**config.mk**
```make
export PLATFORM = sky130hd
export DESIGN_NAME = csv_field_tokenizer_core
export DESIGN_NICKNAME = d
export VERILOG_FILES = /design/src/hdl/cft_pkg.sv /design/src/hdl/cft_front.sv /design/src/hdl/cft_queue.sv /design/src/hdl/cft_back.sv /design/src/hdl/csv_field_tokenizer_core.sv
export SDC_FILE = /design/constraint.sdc
export NUM_CORES = 1
export LEC_CHECK = 0
export BUFFER_PORTS_ARGS = -buffer_cell sky130_fd_sc_hd__buf_2
export CAP_MARGIN = 20
export CORE_ASPECT_RATIO = 0.9
export CORE_UTILIZATION = 34
export DETAILED_ROUTE_END_ITERATION = 6
export SLEW_MARGIN = 20
export SYNTH_ARGS = -nofsm -noshare
export SYNTH_HDL_FRONTEND = slang
export SYNTH_HIERARCHICAL = 1
export SYNTH_SLANG_ARGS = --single-unit
```
**constraint.sdc**
```tcl
create_clock -name clk -period 6 [get_ports clk]
set_input_delay 1.5 -clock clk [delete_from_list [all_inputs] [get_ports clk]]
set_output_delay 1.5 -clock clk [all_outputs]
set_load 0.05 [all_outputs]
```
**src/hdl/cft_pkg.sv**
```systemverilog
// shared types, constants and helpers of the csv field tokenizer
// no dependencies; used by every module of the block

package cft_pkg;

	// default width of the column and field length counters
	localparam int COUNT_BITS_DEFAULT = 16;

	// entries of the event queue between front and back
	localparam int QUEUE_DEPTH = 4;

	// fixed byte codes
	localparam logic [7:0] BYTE_LF  = 8'h0A;
	localparam logic [7:0] BYTE_CR  = 8'h0D;
	localparam logic [7:0] BYTE_BSL = 8'h5C;
	localparam logic [7:0] BYTE_SP  = 8'h20;
	localparam logic [7:0] BYTE_TAB = 8'h09;

	// register reset values
	localparam logic [7:0] SEP_RESET   = 8'd59;
	localparam logic [7:0] QUOTE_RESET = 8'd34;

	// register indexes
	localparam logic [1:0] REG_SEP   = 2'd0;
	localparam logic [1:0] REG_QUOTE = 2'd1;
	localparam logic [1:0] REG_QEN   = 2'd2;
	localparam logic [1:0] REG_BSEN  = 2'd3;

	typedef enum logic [1:0] {
		EV_ROW  = 2'd0,
		EV_DATA = 2'd1,
		EV_FEND = 2'd2,
		EV_REND = 2'd3
	} ev_kind_t;

	typedef struct packed {
		logic [7:0] sep_char;
		logic [7:0] quote_char;
		logic       quote_enable;
		logic       backslash_enable;
	} cfg_t;

	// what one byte produces: an optional row begin and an optional main event
	typedef struct packed {
		logic        has_row;
		logic [15:0] row_col;
		logic        has_main;
		ev_kind_t    kind;
		logic [7:0]  data;
		logic [31:0] row;
		logic [15:0] col;
		logic [15:0] len;
		logic        quoted;
	} bundle_t;

	function automatic logic [15:0] clip16(input logic [31:0] v);
		return (|v[31:16]) ? 16'hFFFF : v[15:0];
	endfunction

endpackage

```
**src/hdl/cft_front.sv**
```systemverilog
// front end: parse state machine, row/column/length counters, event bundles
// depends on cft_pkg

module cft_front #(
	parameter int COUNT_BITS = cft_pkg::COUNT_BITS_DEFAULT
) (
	input  logic             clk,
	input  logic             arst_n,
	input  cft_pkg::cfg_t    cfg,
	input  logic             in_valid,
	input  logic [7:0]       in_byte,
	output logic             in_ready,
	output logic             push_valid,
	output cft_pkg::bundle_t push_data,
	input  logic             push_ready
);

	typedef enum logic [8:0] {
		ST_BOL    = 9'b000000001,
		ST_BOL_CR = 9'b000000010,
		ST_BOF    = 9'b000000100,
		ST_DROP   = 9'b000001000,
		ST_PLAIN  = 9'b000010000,
		ST_QUOTED = 9'b000100000,
		ST_QCLOSE = 9'b001000000,
		ST_QBACK  = 9'b010000000,
		ST_AFTERQ = 9'b100000000
	} state_t;

	localparam logic [COUNT_BITS-1:0] CNT_MAX = '1;

	state_t                state_q, st, nxt;
	logic [31:0]           row_q, row_n;
	logic [COUNT_BITS-1:0] col_q, col_n;
	logic [COUNT_BITS-1:0] len_q, len_n;
	logic                  run;
	logic                  is_sep, is_brk;
	cft_pkg::bundle_t      ev;
	logic                  accept;

	assign in_ready = push_ready;
	assign accept   = in_valid && in_ready;
	assign is_sep   = (in_byte == cfg.sep_char);
	assign is_brk   = is_sep || (in_byte == cft_pkg::BYTE_CR) || (in_byte == cft_pkg::BYTE_LF);

	always_comb begin
		st    = state_q;
		nxt   = state_q;
		row_n = row_q;
		col_n = col_q;
		len_n = len_q;
		run   = 1'b1;
		ev    = '0;
		ev.row = row_q;

		// cr seen: swallow a following lf, else start the next row
		if (st == ST_BOL_CR) begin
			nxt = ST_BOL;
			if (in_byte == cft_pkg::BYTE_LF) begin
				run = 1'b0;
			end else begin
				st = ST_BOL;
			end
		end

		// begin of line or unknown state
		if (run) begin
			case (st)
				ST_BOF, ST_DROP, ST_PLAIN, ST_QUOTED, ST_QCLOSE, ST_QBACK, ST_AFTERQ: begin
				end
				default: begin
					ev.has_row = 1'b1;
					ev.row_col = cft_pkg::clip16(32'(col_q));
					col_n      = '0;
					st         = ST_BOF;
				end
			endcase
		end

		// begin of field
		if (run && st == ST_BOF) begin
			len_n = '0;
			if (cfg.quote_enable && in_byte == cfg.quote_char) begin
				nxt = ST_QUOTED;
				run = 1'b0;
			end else begin
				st = ST_PLAIN;
			end
		end

		ev.col = cft_pkg::clip16(32'(col_n));

		// closing quote or backslash: literal byte or fall to after-quote
		if (run && (st == ST_QCLOSE || st == ST_QBACK)) begin
			if (in_byte == cfg.quote_char ||
			    (st == ST_QBACK && in_byte == cft_pkg::BYTE_BSL)) begin
				ev.has_main = 1'b1;
				ev.kind     = cft_pkg::EV_DATA;
				ev.data     = in_byte;
				len_n       = (len_n == CNT_MAX) ? len_n : len_n + 1'b1;
				nxt         = ST_QUOTED;
				run         = 1'b0;
			end else begin
				st = ST_AFTERQ;
			end
		end

		if (run) begin
			nxt = st;
			case (st)
				ST_PLAIN, ST_AFTERQ: begin
					if (st == ST_AFTERQ &&
					    (in_byte == cft_pkg::BYTE_SP || in_byte == cft_pkg::BYTE_TAB)) begin
						nxt = ST_AFTERQ;
					end else if (is_brk) begin
						ev.has_main = 1'b1;
						ev.len      = cft_pkg::clip16(32'(len_n));
						ev.quoted   = (st == ST_AFTERQ);
						if (is_sep) begin
							ev.kind = cft_pkg::EV_FEND;
							col_n   = (col_n == CNT_MAX) ? col_n : col_n + 1'b1;
							nxt     = ST_BOF;
						end else begin
							ev.kind = cft_pkg::EV_REND;
							row_n   = (&row_q) ? row_q : row_q + 32'd1;
							nxt     = (in_byte == cft_pkg::BYTE_CR) ? ST_BOL_CR : ST_BOL;
						end
					end else if (st == ST_AFTERQ) begin
						nxt = ST_DROP;
					end else begin
						ev.has_main = 1'b1;
						ev.kind     = cft_pkg::EV_DATA;
						ev.data     = in_byte;
						len_n       = (len_n == CNT_MAX) ? len_n : len_n + 1'b1;
					end
				end
				ST_DROP: begin
					if (is_sep) begin
						nxt = ST_BOF;
					end else if (in_byte == cft_pkg::BYTE_LF) begin
						row_n = (&row_q) ? row_q : row_q + 32'd1;
						nxt   = ST_BOL;
					end
				end
				ST_QUOTED: begin
					if (cfg.backslash_enable && in_byte == cft_pkg::BYTE_BSL) begin
						nxt = ST_QBACK;
					end else if (in_byte == cfg.quote_char) begin
						nxt = ST_QCLOSE;
					end else begin
						ev.has_main = 1'b1;
						ev.kind     = cft_pkg::EV_DATA;
						ev.data     = in_byte;
						len_n       = (len_n == CNT_MAX) ? len_n : len_n + 1'b1;
					end
				end
				default: begin
					nxt = ST_BOL;
				end
			endcase
		end
	end

	assign push_valid = accept && (ev.has_row || ev.has_main);
	assign push_data  = ev;

	always_ff @(posedge clk or negedge arst_n) begin
		if (!arst_n) begin
			state_q <= ST_BOL;
			row_q   <= '0;
			col_q   <= '0;
			len_q   <= '0;
		end else if (accept) begin
			state_q <= nxt;
			row_q   <= row_n;
			col_q   <= col_n;
			len_q   <= len_n;
		end
	end

endmodule

```
**src/hdl/cft_queue.sv**
```systemverilog
// short register queue of event bundles between front and back
// depends on cft_pkg

module cft_queue (
	input  logic             clk,
	input  logic             arst_n,
	input  logic             push_valid,
	input  cft_pkg::bundle_t push_data,
	output logic             push_ready,
	output logic             pop_valid,
	output cft_pkg::bundle_t pop_data,
	input  logic             pop_ready
);

	localparam int DEPTH = cft_pkg::QUEUE_DEPTH;
	localparam int PTR_W = $clog2(DEPTH);
	localparam int CNT_W = $clog2(DEPTH + 1);
	localparam logic [PTR_W-1:0] PTR_LAST = PTR_W'(DEPTH - 1);
	localparam logic [CNT_W-1:0] CNT_FULL = CNT_W'(DEPTH);

	cft_pkg::bundle_t  mem_q [DEPTH];
	logic [PTR_W-1:0]  wr_q, rd_q;
	logic [CNT_W-1:0]  cnt_q;
	logic              do_push, do_pop;

	assign push_ready = (cnt_q != CNT_FULL);
	assign pop_valid  = (cnt_q != '0);
	assign pop_data   = mem_q[rd_q];
	assign do_push    = push_valid && push_ready;
	assign do_pop     = pop_valid && pop_ready;

	always_ff @(posedge clk) begin
		if (do_push) begin
			mem_q[wr_q] <= push_data;
		end
	end

	always_ff @(posedge clk or negedge arst_n) begin
		if (!arst_n) begin
			wr_q  <= '0;
			rd_q  <= '0;
			cnt_q <= '0;
		end else begin
			if (do_push) begin
				wr_q <= (wr_q == PTR_LAST) ? '0 : wr_q + 1'b1;
			end
			if (do_pop) begin
				rd_q <= (rd_q == PTR_LAST) ? '0 : rd_q + 1'b1;
			end
			if (do_push && !do_pop) begin
				cnt_q <= cnt_q + 1'b1;
			end else if (do_pop && !do_push) begin
				cnt_q <= cnt_q - 1'b1;
			end
		end
	end

endmodule

```
**src/hdl/cft_back.sv**
```systemverilog
// back end: splits bundles into single events and holds the output register
// depends on cft_pkg

module cft_back (
	input  logic             clk,
	input  logic             arst_n,
	input  logic             pop_valid,
	input  cft_pkg::bundle_t pop_data,
	output logic             pop_ready,
	output logic             out_valid,
	input  logic             out_ready,
	output logic [1:0]       event_kind,
	output logic [7:0]       data_byte,
	output logic [31:0]      row_index,
	output logic [15:0]      column_index,
	output logic [15:0]      field_length,
	output logic             was_quoted,
	output logic             last
);

	logic        valid_q, phase_q, load, row_part;
	logic [1:0]  kind_q;
	logic [7:0]  data_q;
	logic [31:0] row_q;
	logic [15:0] col_q, len_q;
	logic        quoted_q, last_q;

	assign load      = !valid_q || out_ready;
	// row begin still owed for the head bundle
	assign row_part  = pop_data.has_row && !phase_q;
	assign pop_ready = load && (!row_part || !pop_data.has_main);

	always_ff @(posedge clk or negedge arst_n) begin
		if (!arst_n) begin
			valid_q <= 1'b0;
			phase_q <= 1'b0;
		end else if (load) begin
			valid_q <= pop_valid;
			if (pop_valid) begin
				phase_q <= row_part && pop_data.has_main;
			end
		end
	end

	always_ff @(posedge clk) begin
		if (load && pop_valid) begin
			row_q <= pop_data.row;
			if (row_part) begin
				kind_q   <= cft_pkg::EV_ROW;
				data_q   <= '0;
				col_q    <= pop_data.row_col;
				len_q    <= '0;
				quoted_q <= 1'b0;
				last_q   <= !pop_data.has_main;
			end else begin
				kind_q   <= pop_data.kind;
				data_q   <= pop_data.data;
				col_q    <= pop_data.col;
				len_q    <= pop_data.len;
				quoted_q <= pop_data.quoted;
				last_q   <= 1'b1;
			end
		end
	end

	assign out_valid    = valid_q;
	assign event_kind   = kind_q;
	assign data_byte    = data_q;
	assign row_index    = row_q;
	assign column_index = col_q;
	assign field_length = len_q;
	assign was_quoted   = quoted_q;
	assign last         = last_q;

endmodule

```
**src/hdl/csv_field_tokenizer_core.sv**
```systemverilog
// top level of the csv field tokenizer: register port, front, queue, back
// depends on cft_pkg, cft_front, cft_queue, cft_back

// The tokenizer takes one byte of CSV text per cycle on the s_ stream and
// reports events on the m_ stream: row begin, field data byte, field end and
// record end, each with row, column, field length and a quoted flag; m_tlast
// marks the last event caused by a byte. A byte is accepted every cycle as
// long as the four-entry event queue has room; the parse state and counters
// update in the same cycle in the front end. The back end sends one event per
// cycle while m_tready is high, so a byte at the start of a row (row begin plus
// its first event) can yield two events, which the queue absorbs. The events
// of a byte pass the queue and then the output register. Separator, quote
// character and the quote and backslash enables sit in APB registers at 0x0,
// 0x4, 0x8 and 0xC and should only be changed while the block is idle.

module csv_field_tokenizer_core #(
	parameter int COUNT_BITS = cft_pkg::COUNT_BITS_DEFAULT
) (
	input  logic        clk,
	input  logic        arst_n,
	// apb register port
	input  logic        psel,
	input  logic        penable,
	input  logic        pwrite,
	input  logic [3:0]  paddr,
	input  logic [31:0] pwdata,
	output logic [31:0] prdata,
	output logic        pready,
	// input byte stream
	input  logic        s_tvalid,
	output logic        s_tready,
	input  logic [7:0]  s_tdata,   // in_byte[7:0]
	// event stream
	output logic        m_tvalid,
	input  logic        m_tready,
	output logic [79:0] m_tdata,   // data_byte[7:0], row_index[39:8], column_index[55:40],
	                               // field_length[71:56], was_quoted[72], zero[79:73]
	output logic [1:0]  m_tuser,   // event_kind[1:0]
	output logic        m_tlast
);

	cft_pkg::cfg_t    cfg_q;
	logic             wr_en;
	logic [1:0]       reg_idx;

	logic             push_valid, push_ready, pop_valid, pop_ready;
	cft_pkg::bundle_t push_data, pop_data;

	logic [1:0]       event_kind;
	logic [7:0]       data_byte;
	logic [31:0]      row_index;
	logic [15:0]      column_index, field_length;
	logic             was_quoted, last;

	// register port: write in the access phase, no wait states
	assign pready  = 1'b1;
	assign reg_idx = paddr[3:2];
	assign wr_en   = psel && penable && pwrite && pready;

	always_ff @(posedge clk or negedge arst_n) begin
		if (!arst_n) begin
			cfg_q.sep_char         <= cft_pkg::SEP_RESET;
			cfg_q.quote_char       <= cft_pkg::QUOTE_RESET;
			cfg_q.quote_enable     <= 1'b1;
			cfg_q.backslash_enable <= 1'b0;
		end else if (wr_en) begin
			case (reg_idx)
				cft_pkg::REG_SEP:   cfg_q.sep_char         <= pwdata[7:0];
				cft_pkg::REG_QUOTE: cfg_q.quote_char       <= pwdata[7:0];
				cft_pkg::REG_QEN:   cfg_q.quote_enable     <= pwdata[0];
				cft_pkg::REG_BSEN:  cfg_q.backslash_enable <= pwdata[0];
				default: begin
				end
			endcase
		end
	end

	// read back
	always_comb begin
		case (reg_idx)
			cft_pkg::REG_SEP:   prdata = {24'd0, cfg_q.sep_char};
			cft_pkg::REG_QUOTE: prdata = {24'd0, cfg_q.quote_char};
			cft_pkg::REG_QEN:   prdata = {31'd0, cfg_q.quote_enable};
			cft_pkg::REG_BSEN:  prdata = {31'd0, cfg_q.backslash_enable};
			default:            prdata = '0;
		endcase
	end

	// front: parse state and counters, one byte per cycle while the queue has room
	cft_front #(
		.COUNT_BITS(COUNT_BITS)
	) u_front (
		.clk        (clk),
		.arst_n     (arst_n),
		.cfg        (cfg_q),
		.in_valid   (s_tvalid),
		.in_byte    (s_tdata),
		.in_ready   (s_tready),
		.push_valid (push_valid),
		.push_data  (push_data),
		.push_ready (push_ready)
	);

	// event bundles waiting for the output side
	cft_queue u_queue (
		.clk        (clk),
		.arst_n     (arst_n),
		.push_valid (push_valid),
		.push_data  (push_data),
		.push_ready (push_ready),
		.pop_valid  (pop_valid),
		.pop_data   (pop_data),
		.pop_ready  (pop_ready)
	);

	// back: one event per cycle into the output register while m_tready allows
	cft_back u_back (
		.clk          (clk),
		.arst_n       (arst_n),
		.pop_valid    (pop_valid),
		.pop_data     (pop_data),
		.pop_ready    (pop_ready),
		.out_valid    (m_tvalid),
		.out_ready    (m_tready),
		.event_kind   (event_kind),
		.data_byte    (data_byte),
		.row_index    (row_index),
		.column_index (column_index),
		.field_length (field_length),
		.was_quoted   (was_quoted),
		.last         (last)
	);

	assign m_tdata = {7'd0, was_quoted, field_length, column_index, row_index, data_byte};
	assign m_tuser = event_kind;
	assign m_tlast = last;

endmodule
```
Yosys cells after proc, flatten, opt, wreduce, memory -nomap -nowiden
Memories as Yosys holds them, arrays and structs flattened.
Index checks and enable logic that the tools add are counted.
{ "totals": {"ff_bits": 176, "latch_bits": 0, "mem_bits_rw": 372, "romBits": 0, "input_bits": 51, "out_inout_bits": 118, "elab_cells": 192, "mem_count": 1} }
{ "op_classes": {"add_sub_neg": 8, "n_mul": 0, "div": 0, "n_lt_le_gt_ge": 0, "n_eq_ne": 36, "shifts": 0, "mux": 82, "bitwise": 0, "reduce_logical": 45} }
{ "mem_list": {"columns": ["memory", "depth", "width", "read_ports", "rd_clocked_by_memory_dff", "wr", "line_no", "rtl"], "rows": [
  ["u_queue.mem_q", 4, 93, 1, 0, 1, "cft_queue.sv:21", "cft_pkg::bundle_t mem_q [DEPTH];"]
]} }
{ "ops": {"columns": ["operator", "n"], "rows": [
  ["$mux 16", 20],
  ["$mux 9", 22],
  ["$mux 32", 6],
  ["$pmux 32 s4", 1],
  ["$mux 17", 6],
  ["$mux 11", 7],
  ["$pmux 32 s2", 1],
  ["$add 16x1->16 const B", 3],
  ["$eq 16x16->1 const B", 3],
  ["$add 32x1->32 const B", 1],
  ["$pmux 16 s2", 1],
  ["$reduce_and 32->1", 1],
  ["$pmux 9 s3", 1],
  ["$eq 8x4->1 const B", 3],
  ["$pmux 11 s2", 1],
  ["$eq 9x3->1 const B", 2],
  ["$eq 9x4->1 const B", 2],
  ["$eq 9x5->1 const B", 2],
  ["$eq 9x6->1 const B", 2],
  ["$eq 9x7->1 const B", 2],
  ["$eq 9x8->1 const B", 2],
  ["$eq 9x9->1 const B", 2],
  ["$logic_and 1x1->1", 18],
  ["$eq 8x8->1", 2],
  ["other kinds (24)", 60]
]} }

Logic depth before layout (Yosys ltp)
{ "logic_depth": {"depth_word": 28, "depth_mapped": 21, "depth_no_buf": 19} }

Hierarchy
Netlist, hierarchy kept.
{ "by_module_without_submodules": {"columns": ["module", "n_inst", "cells_each", "area_each_um2", "seq_area_each_um2"], "rows": [
  ["cft_queue", 1, 522, 13850.8, 11345.9],
  ["cft_front", 1, 679, 5469.0, 1828.0],
  ["cft_back", 1, 133, 2815.2, 2332.2],
  ["csv_field_tokenizer_core", 1, 96, 1173.6, 460.4]
]} }

Worst setup path after synthesis
Ideal clock, no wire load.
{ "synth_path": {"path_kind": "input-to-reg", "start": "input port s_tdata[2]", "end": "register u_front.len_q[7]", "setup_time_ns": 0.133, "t_arrival_ns": 5.579, "required_time_ns": 5.867, "slack_ns": 0.288, "path_stages": 19, "n_path_buf": 3, "cell_sequence": "nor4_1 > nand4b_1 > or3_1 > nand2_1 > clkbuf_1 > and2_1 > ha_1 > nand3_1 > or4_1 > clkbuf_1 > nand3_1 > a21oi_1 > xnor2_1 > nor4_2 > nand4_1 > clkbuf_1 > o2111ai_1 > xnor2_1 > o21ai_0"} }
{ "synth_via": {"elab_chain_cells": 22, "elab_cells_between_ends": 63, "classes_between": "2 x add/sub; 22 x eq/ne; 26 x mux; 13 x reduce/logical"} }
{ "synth_rtl": {"columns": ["element", "line_no", "rtl"], "rows": [
  ["from (decl)", "csv_field_tokenizer_core.sv:32", "input logic [7:0] s_tdata,"],
  ["parallel branches: the longest is 21 deep, another holds $add 16x1->16", null, null],
  ["$mux 16 *", "cft_front.sv:108", "if (run) begin"],
  ["to (signal assigned)", "cft_front.sv:177", "len_q <= len_n;"],
  ["to (decl)", "cft_front.sv:35", "logic [COUNT_BITS-1:0] len_q, len_n;"]
]} }
Every way passes the cells marked *.
A chain may end at the register's enable or synchronous reset.

Worst setup path after layout
{ "layout_path": {"start": "input port s_tdata[2]", "end": "register u_front.len_q[14]"} }
Same word-level chain as after synthesis.

==> reports/qor.txt <==
fillers: 6,108
WHS: 0.498 ns
Pint: 8680 uW
Clock Sinks: 548
syn avg cell area: 16.3 um^2
max_slew headroom: 43.1%
final worst slack: 0.615 ns
Sw Share: 34.0%
fin crit share: 89.7%
Yosys cell types: 76
total CTS buffers: 56
chip height: 250 um
Routed Antenna Nets: 0
Worst Setup Start Kind: input pin
setup bufs post-CTS: 0
later-pin clock latency in the skew report: 0.61 ns
Power per Cell Area: 488 mW/mm^2
final setup vio count: 0
GRT overflow: 0
Primary FF master, synth: edfxtp_1
Worst VDD drop: 0.265 mV
Synth Instances: 1,430
area growth from synthesis to layout: 15.7%
Pwr Total: 13,200 uW
status: completed
DRT iter0 DRCs: 835
CTS Root Cell: clkbuf_16
Pins Over Slew Limit: 0
CP Buf/Inv Count: 4
start point of the worst hold path: u_queue/cnt_q[2]
Comb pwr share: 31.8%
DR WL/cell: 19.2 um
IO Port Bufs: 110
final WL: 48.4 mm
iteration count of the initial detailed-routing pass: 5
Switch Pwr: 4480 uW
gr usage total: 14.1%
post-synthesis sequential area ratio: 68.5%
first-pass GRT wire length: 76.0 mm
Slowest-stage cell, CP: or4_1
critical path class: in -> reg
Final Hold Violating Endpoints: 0
HPWL Detailed: 31.0 mm
CP required: 6.44 ns
TritonCTS clock tree: done
CORE AREA: 0.0675 mm^2
post-layout min period: 5.38 ns
synthesized cell area: 0.0233 mm^2
ANT cells: 0
Worst EP arrival: 5.83 ns
vias in the first global route: 13,000
Worst-path clk slew: 0.06 ns
Post-synth EDFFs: 448
DRC: 0
Setup crit start: s_tdata[2]
Lkg Pwr: 0.00947 uW
Crit path largest cell delay: 0.69 ns
RSZ-0062 raised after global routing: no
DP Worst Slack: 0.0703 ns
H-tree depth: 2
DR vias/cell: 5.00
die width: 278 um
Yosys warnings: 6
routed vias: 12,600
largest net degree at the start of global routing: 64
Slew @ Worst Pin: 0.853 ns
total negative slack: 0 ns
Cell Rows: 90
most frequent CP cell: nand3_1
final net count: 1,658
family with the most delay on the worst path: simple AND/OR/NAND/NOR gates
Post-CTS Resized: 0
Synth Register Bits: 548
CP max FO: 7
Max Clk Rate: 0.186 GHz
critical path, cell by cell: buf_2 -> nor4_1 -> buf_4 -> nand4b_1 -> or3_1 -> nand2_1 -> nand2_1 -> inv_1 -> ha_1 -> nand3_1 -> or4_1 -> nand3_1 -> a21oi_1 -> xnor2_1 -> nor4_2 -> buf_4 -> nand3_1 -> nor3_1 -> mux2i_1 -> o21ai_0
Hold Crit Class: reg -> reg
Reg power frac: 42.5%
Clk pwr share: 25.7%
max-cap violation count: 0
Clock Skew: 0.0391 ns
Hold-fix buffers, CTS: 0
die area: 0.0696 mm^2
fin util: 40.0%
async set-reset flop share out of synthesis: 18.2%
Initial Util: 34.6%
FF-to-FF Start: u_front/state_q[6]
RD Place Congestion: 0.848
I/O pin count: 169
clk buf depth: 3
share of post-route cells with drive strength above 1: 26.5%
Worst setup EP type: flip-flop
antenna violations before repair: 1
==> area by class of cell <==
class | instances | area (um^2) | share of cell area [%]
Multi-Input combinational cell | 786 | 6750 | 25.0
Sequential cell | 548 | 16000 | 59.3
Timing Repair Buffer | 176 | 1220 | 4.52
Inverter | 28 | 105 | 0.390
Clock buffer | 73 | 1530 | 5.66
Tap cell | 874 | 1090 | 4.06
Clock inverter | 32 | 295 | 1.10
==> Yosys cell counts, types with 5 or more instances <==
library cell    n  area share [%]
edfxtp_1      448              58
mux4_2         93             9.0
dfrtp_1        91             9.8
nand2_1        91             1.5
and2_1         68             1.8
nor2_1         67             1.1
xnor2_1        42             1.6
xor2_1         40             1.5
buf_4          36             1.2
nand3_1        33            0.71
clkbuf_1       31            0.50
nor3_1         31            0.67
o21ai_0        30            0.64
inv_1          27            0.43
mux2_4         23             1.5
mux2_2         19            0.92
nand4_1        19            0.51
a21oi_1        18            0.39
mux2i_1        15            0.64
buf_2          14            0.30
nand2b_1       14            0.38
and3_1         13            0.35
buf_6          11            0.53
nor4_1         11            0.30
ha_1           10            0.54
dfstp_2         9             1.0
nor2b_1         8            0.21
a211oi_1        7            0.23
nand4b_1        6            0.23
nor4_2          6            0.32
o211ai_1        6            0.19
or3_1           6            0.16
and4_1          5            0.19
buf_1           5           0.081
==> power groups by stage <==
stage / logic (uW) / registers [uW] / clock network, uW
finish: 4180 / 5580 / 3390
floorplan: 2330 / 6350 / 0
global placement: 4200 / 5640 / 0
global route: 4460 / 5680 / 3630
detailed placement: 4250 / 5680 / 0
CTS: 4270 / 5610 / 3480
==> flip-flops by register name (all words and copies together), names as in the netlist, 16 cells and up <==
register and cells:
u_queue/mem_q 372, u_back/row_index 32, u_front/row_q 32, cfg_q 18
u_back/column_index 16, u_back/field_length 16, u_front/col_q 16, u_front/len_q 16
==> worst register-to-register path, delay by kind of cell, from the launching register on <==
kind	cells	cell delay (ns)
and+or+nand+nor	11	3.44
buffers and inverters	2	0.28
DFF	1	0.44
muxes	1	0.25
adders and majority gates	1	0.18
xor gates and xnor gates	1	0.15
AOI/OAI and AO/OA	2	0.17
==> metal layers <==
layer	track usage (%)	vias to the layer above	part of all wire (%)
li1	-	5751	-
met1	18.9	6478	44
met2	23.8	295	49
met3	2.14	66	4.4
met4	3.68	2	1.8
met5	0	-	0.017
==> final timing paths <==
kind | to | slack (ns) | cells after the start
worst max-delay path | u_front/len_q[14] | 0.62 | 20
worst min-delay path | u_queue/cnt_q[2] | 0.50 | 1
worst max register to register | u_front/len_q[14] | 0.92 | 18
worst min register to register | u_queue/cnt_q[2] | 0.50 | 1
max in group asynchronous | u_front/row_q[11] | 3.85 | 2
min in group asynchronous | u_queue/cnt_q[0] | 1.01 | 1
==> per-stage QoR <==
stage / area, um^2 / instances
6_report: 27000 / 2517
3_3_place_gp: 25100 / 2411
4_1_cts: 26900 / 2516
3_5_place_dp: 25100 / 2411
5_1_grt: 27000 / 2517
2_1_floorplan: 23400 / 1460
==> placed cells by master, fill, tap and decap left out, types with 7 or more instances in the layout <==
cell type	netlist	routed
buf_4	36	54
buf_12	1	12
o21ai_0	30	30
edfxtp_1	448	448
nor3_1	31	31
inv_1	27	27
dfstp_2	9	9
clkbuf_1	31	11
nor4_1	11	11
a21oi_1	18	18
nand2b_1	14	14
a211oi_1	7	7
mux2i_1	15	15
and3_1	13	13
dfrtp_1	91	89
conb_1	2	32
nand4_1	19	19
xnor2_1	42	42
clkinv_1	0	9
nor2b_1	8	8
mux4_2	93	93
buf_2	14	109
xor2_1	40	40
clkinvlp_4	0	8
clkbuf_16	0	56
mux2_4	23	23
and2_1	68	67
nand2_1	91	91
nand3_1	33	33
ha_1	10	10
nor2_1	67	67
mux2_2	19	19
==> kinds of logic (layout without fill, tap and decap cells) <==
family | after synthesis | count (layout) | share of synthesized area [%]
fa+ha+maj | 11 | 11 | 0.623
xor+xnor | 82 | 82 | 3.08
buf+inv | 126 | 309 | 3.11
mux | 151 | 151 | 12.1
simple gates | 413 | 413 | 9.81
other cells | 2 | 32 | 0.0322
flops | 548 | 548 | 68.5
compound gates | 97 | 97 | 2.70
Note: power is estimated with default switching activity, not from simulation.
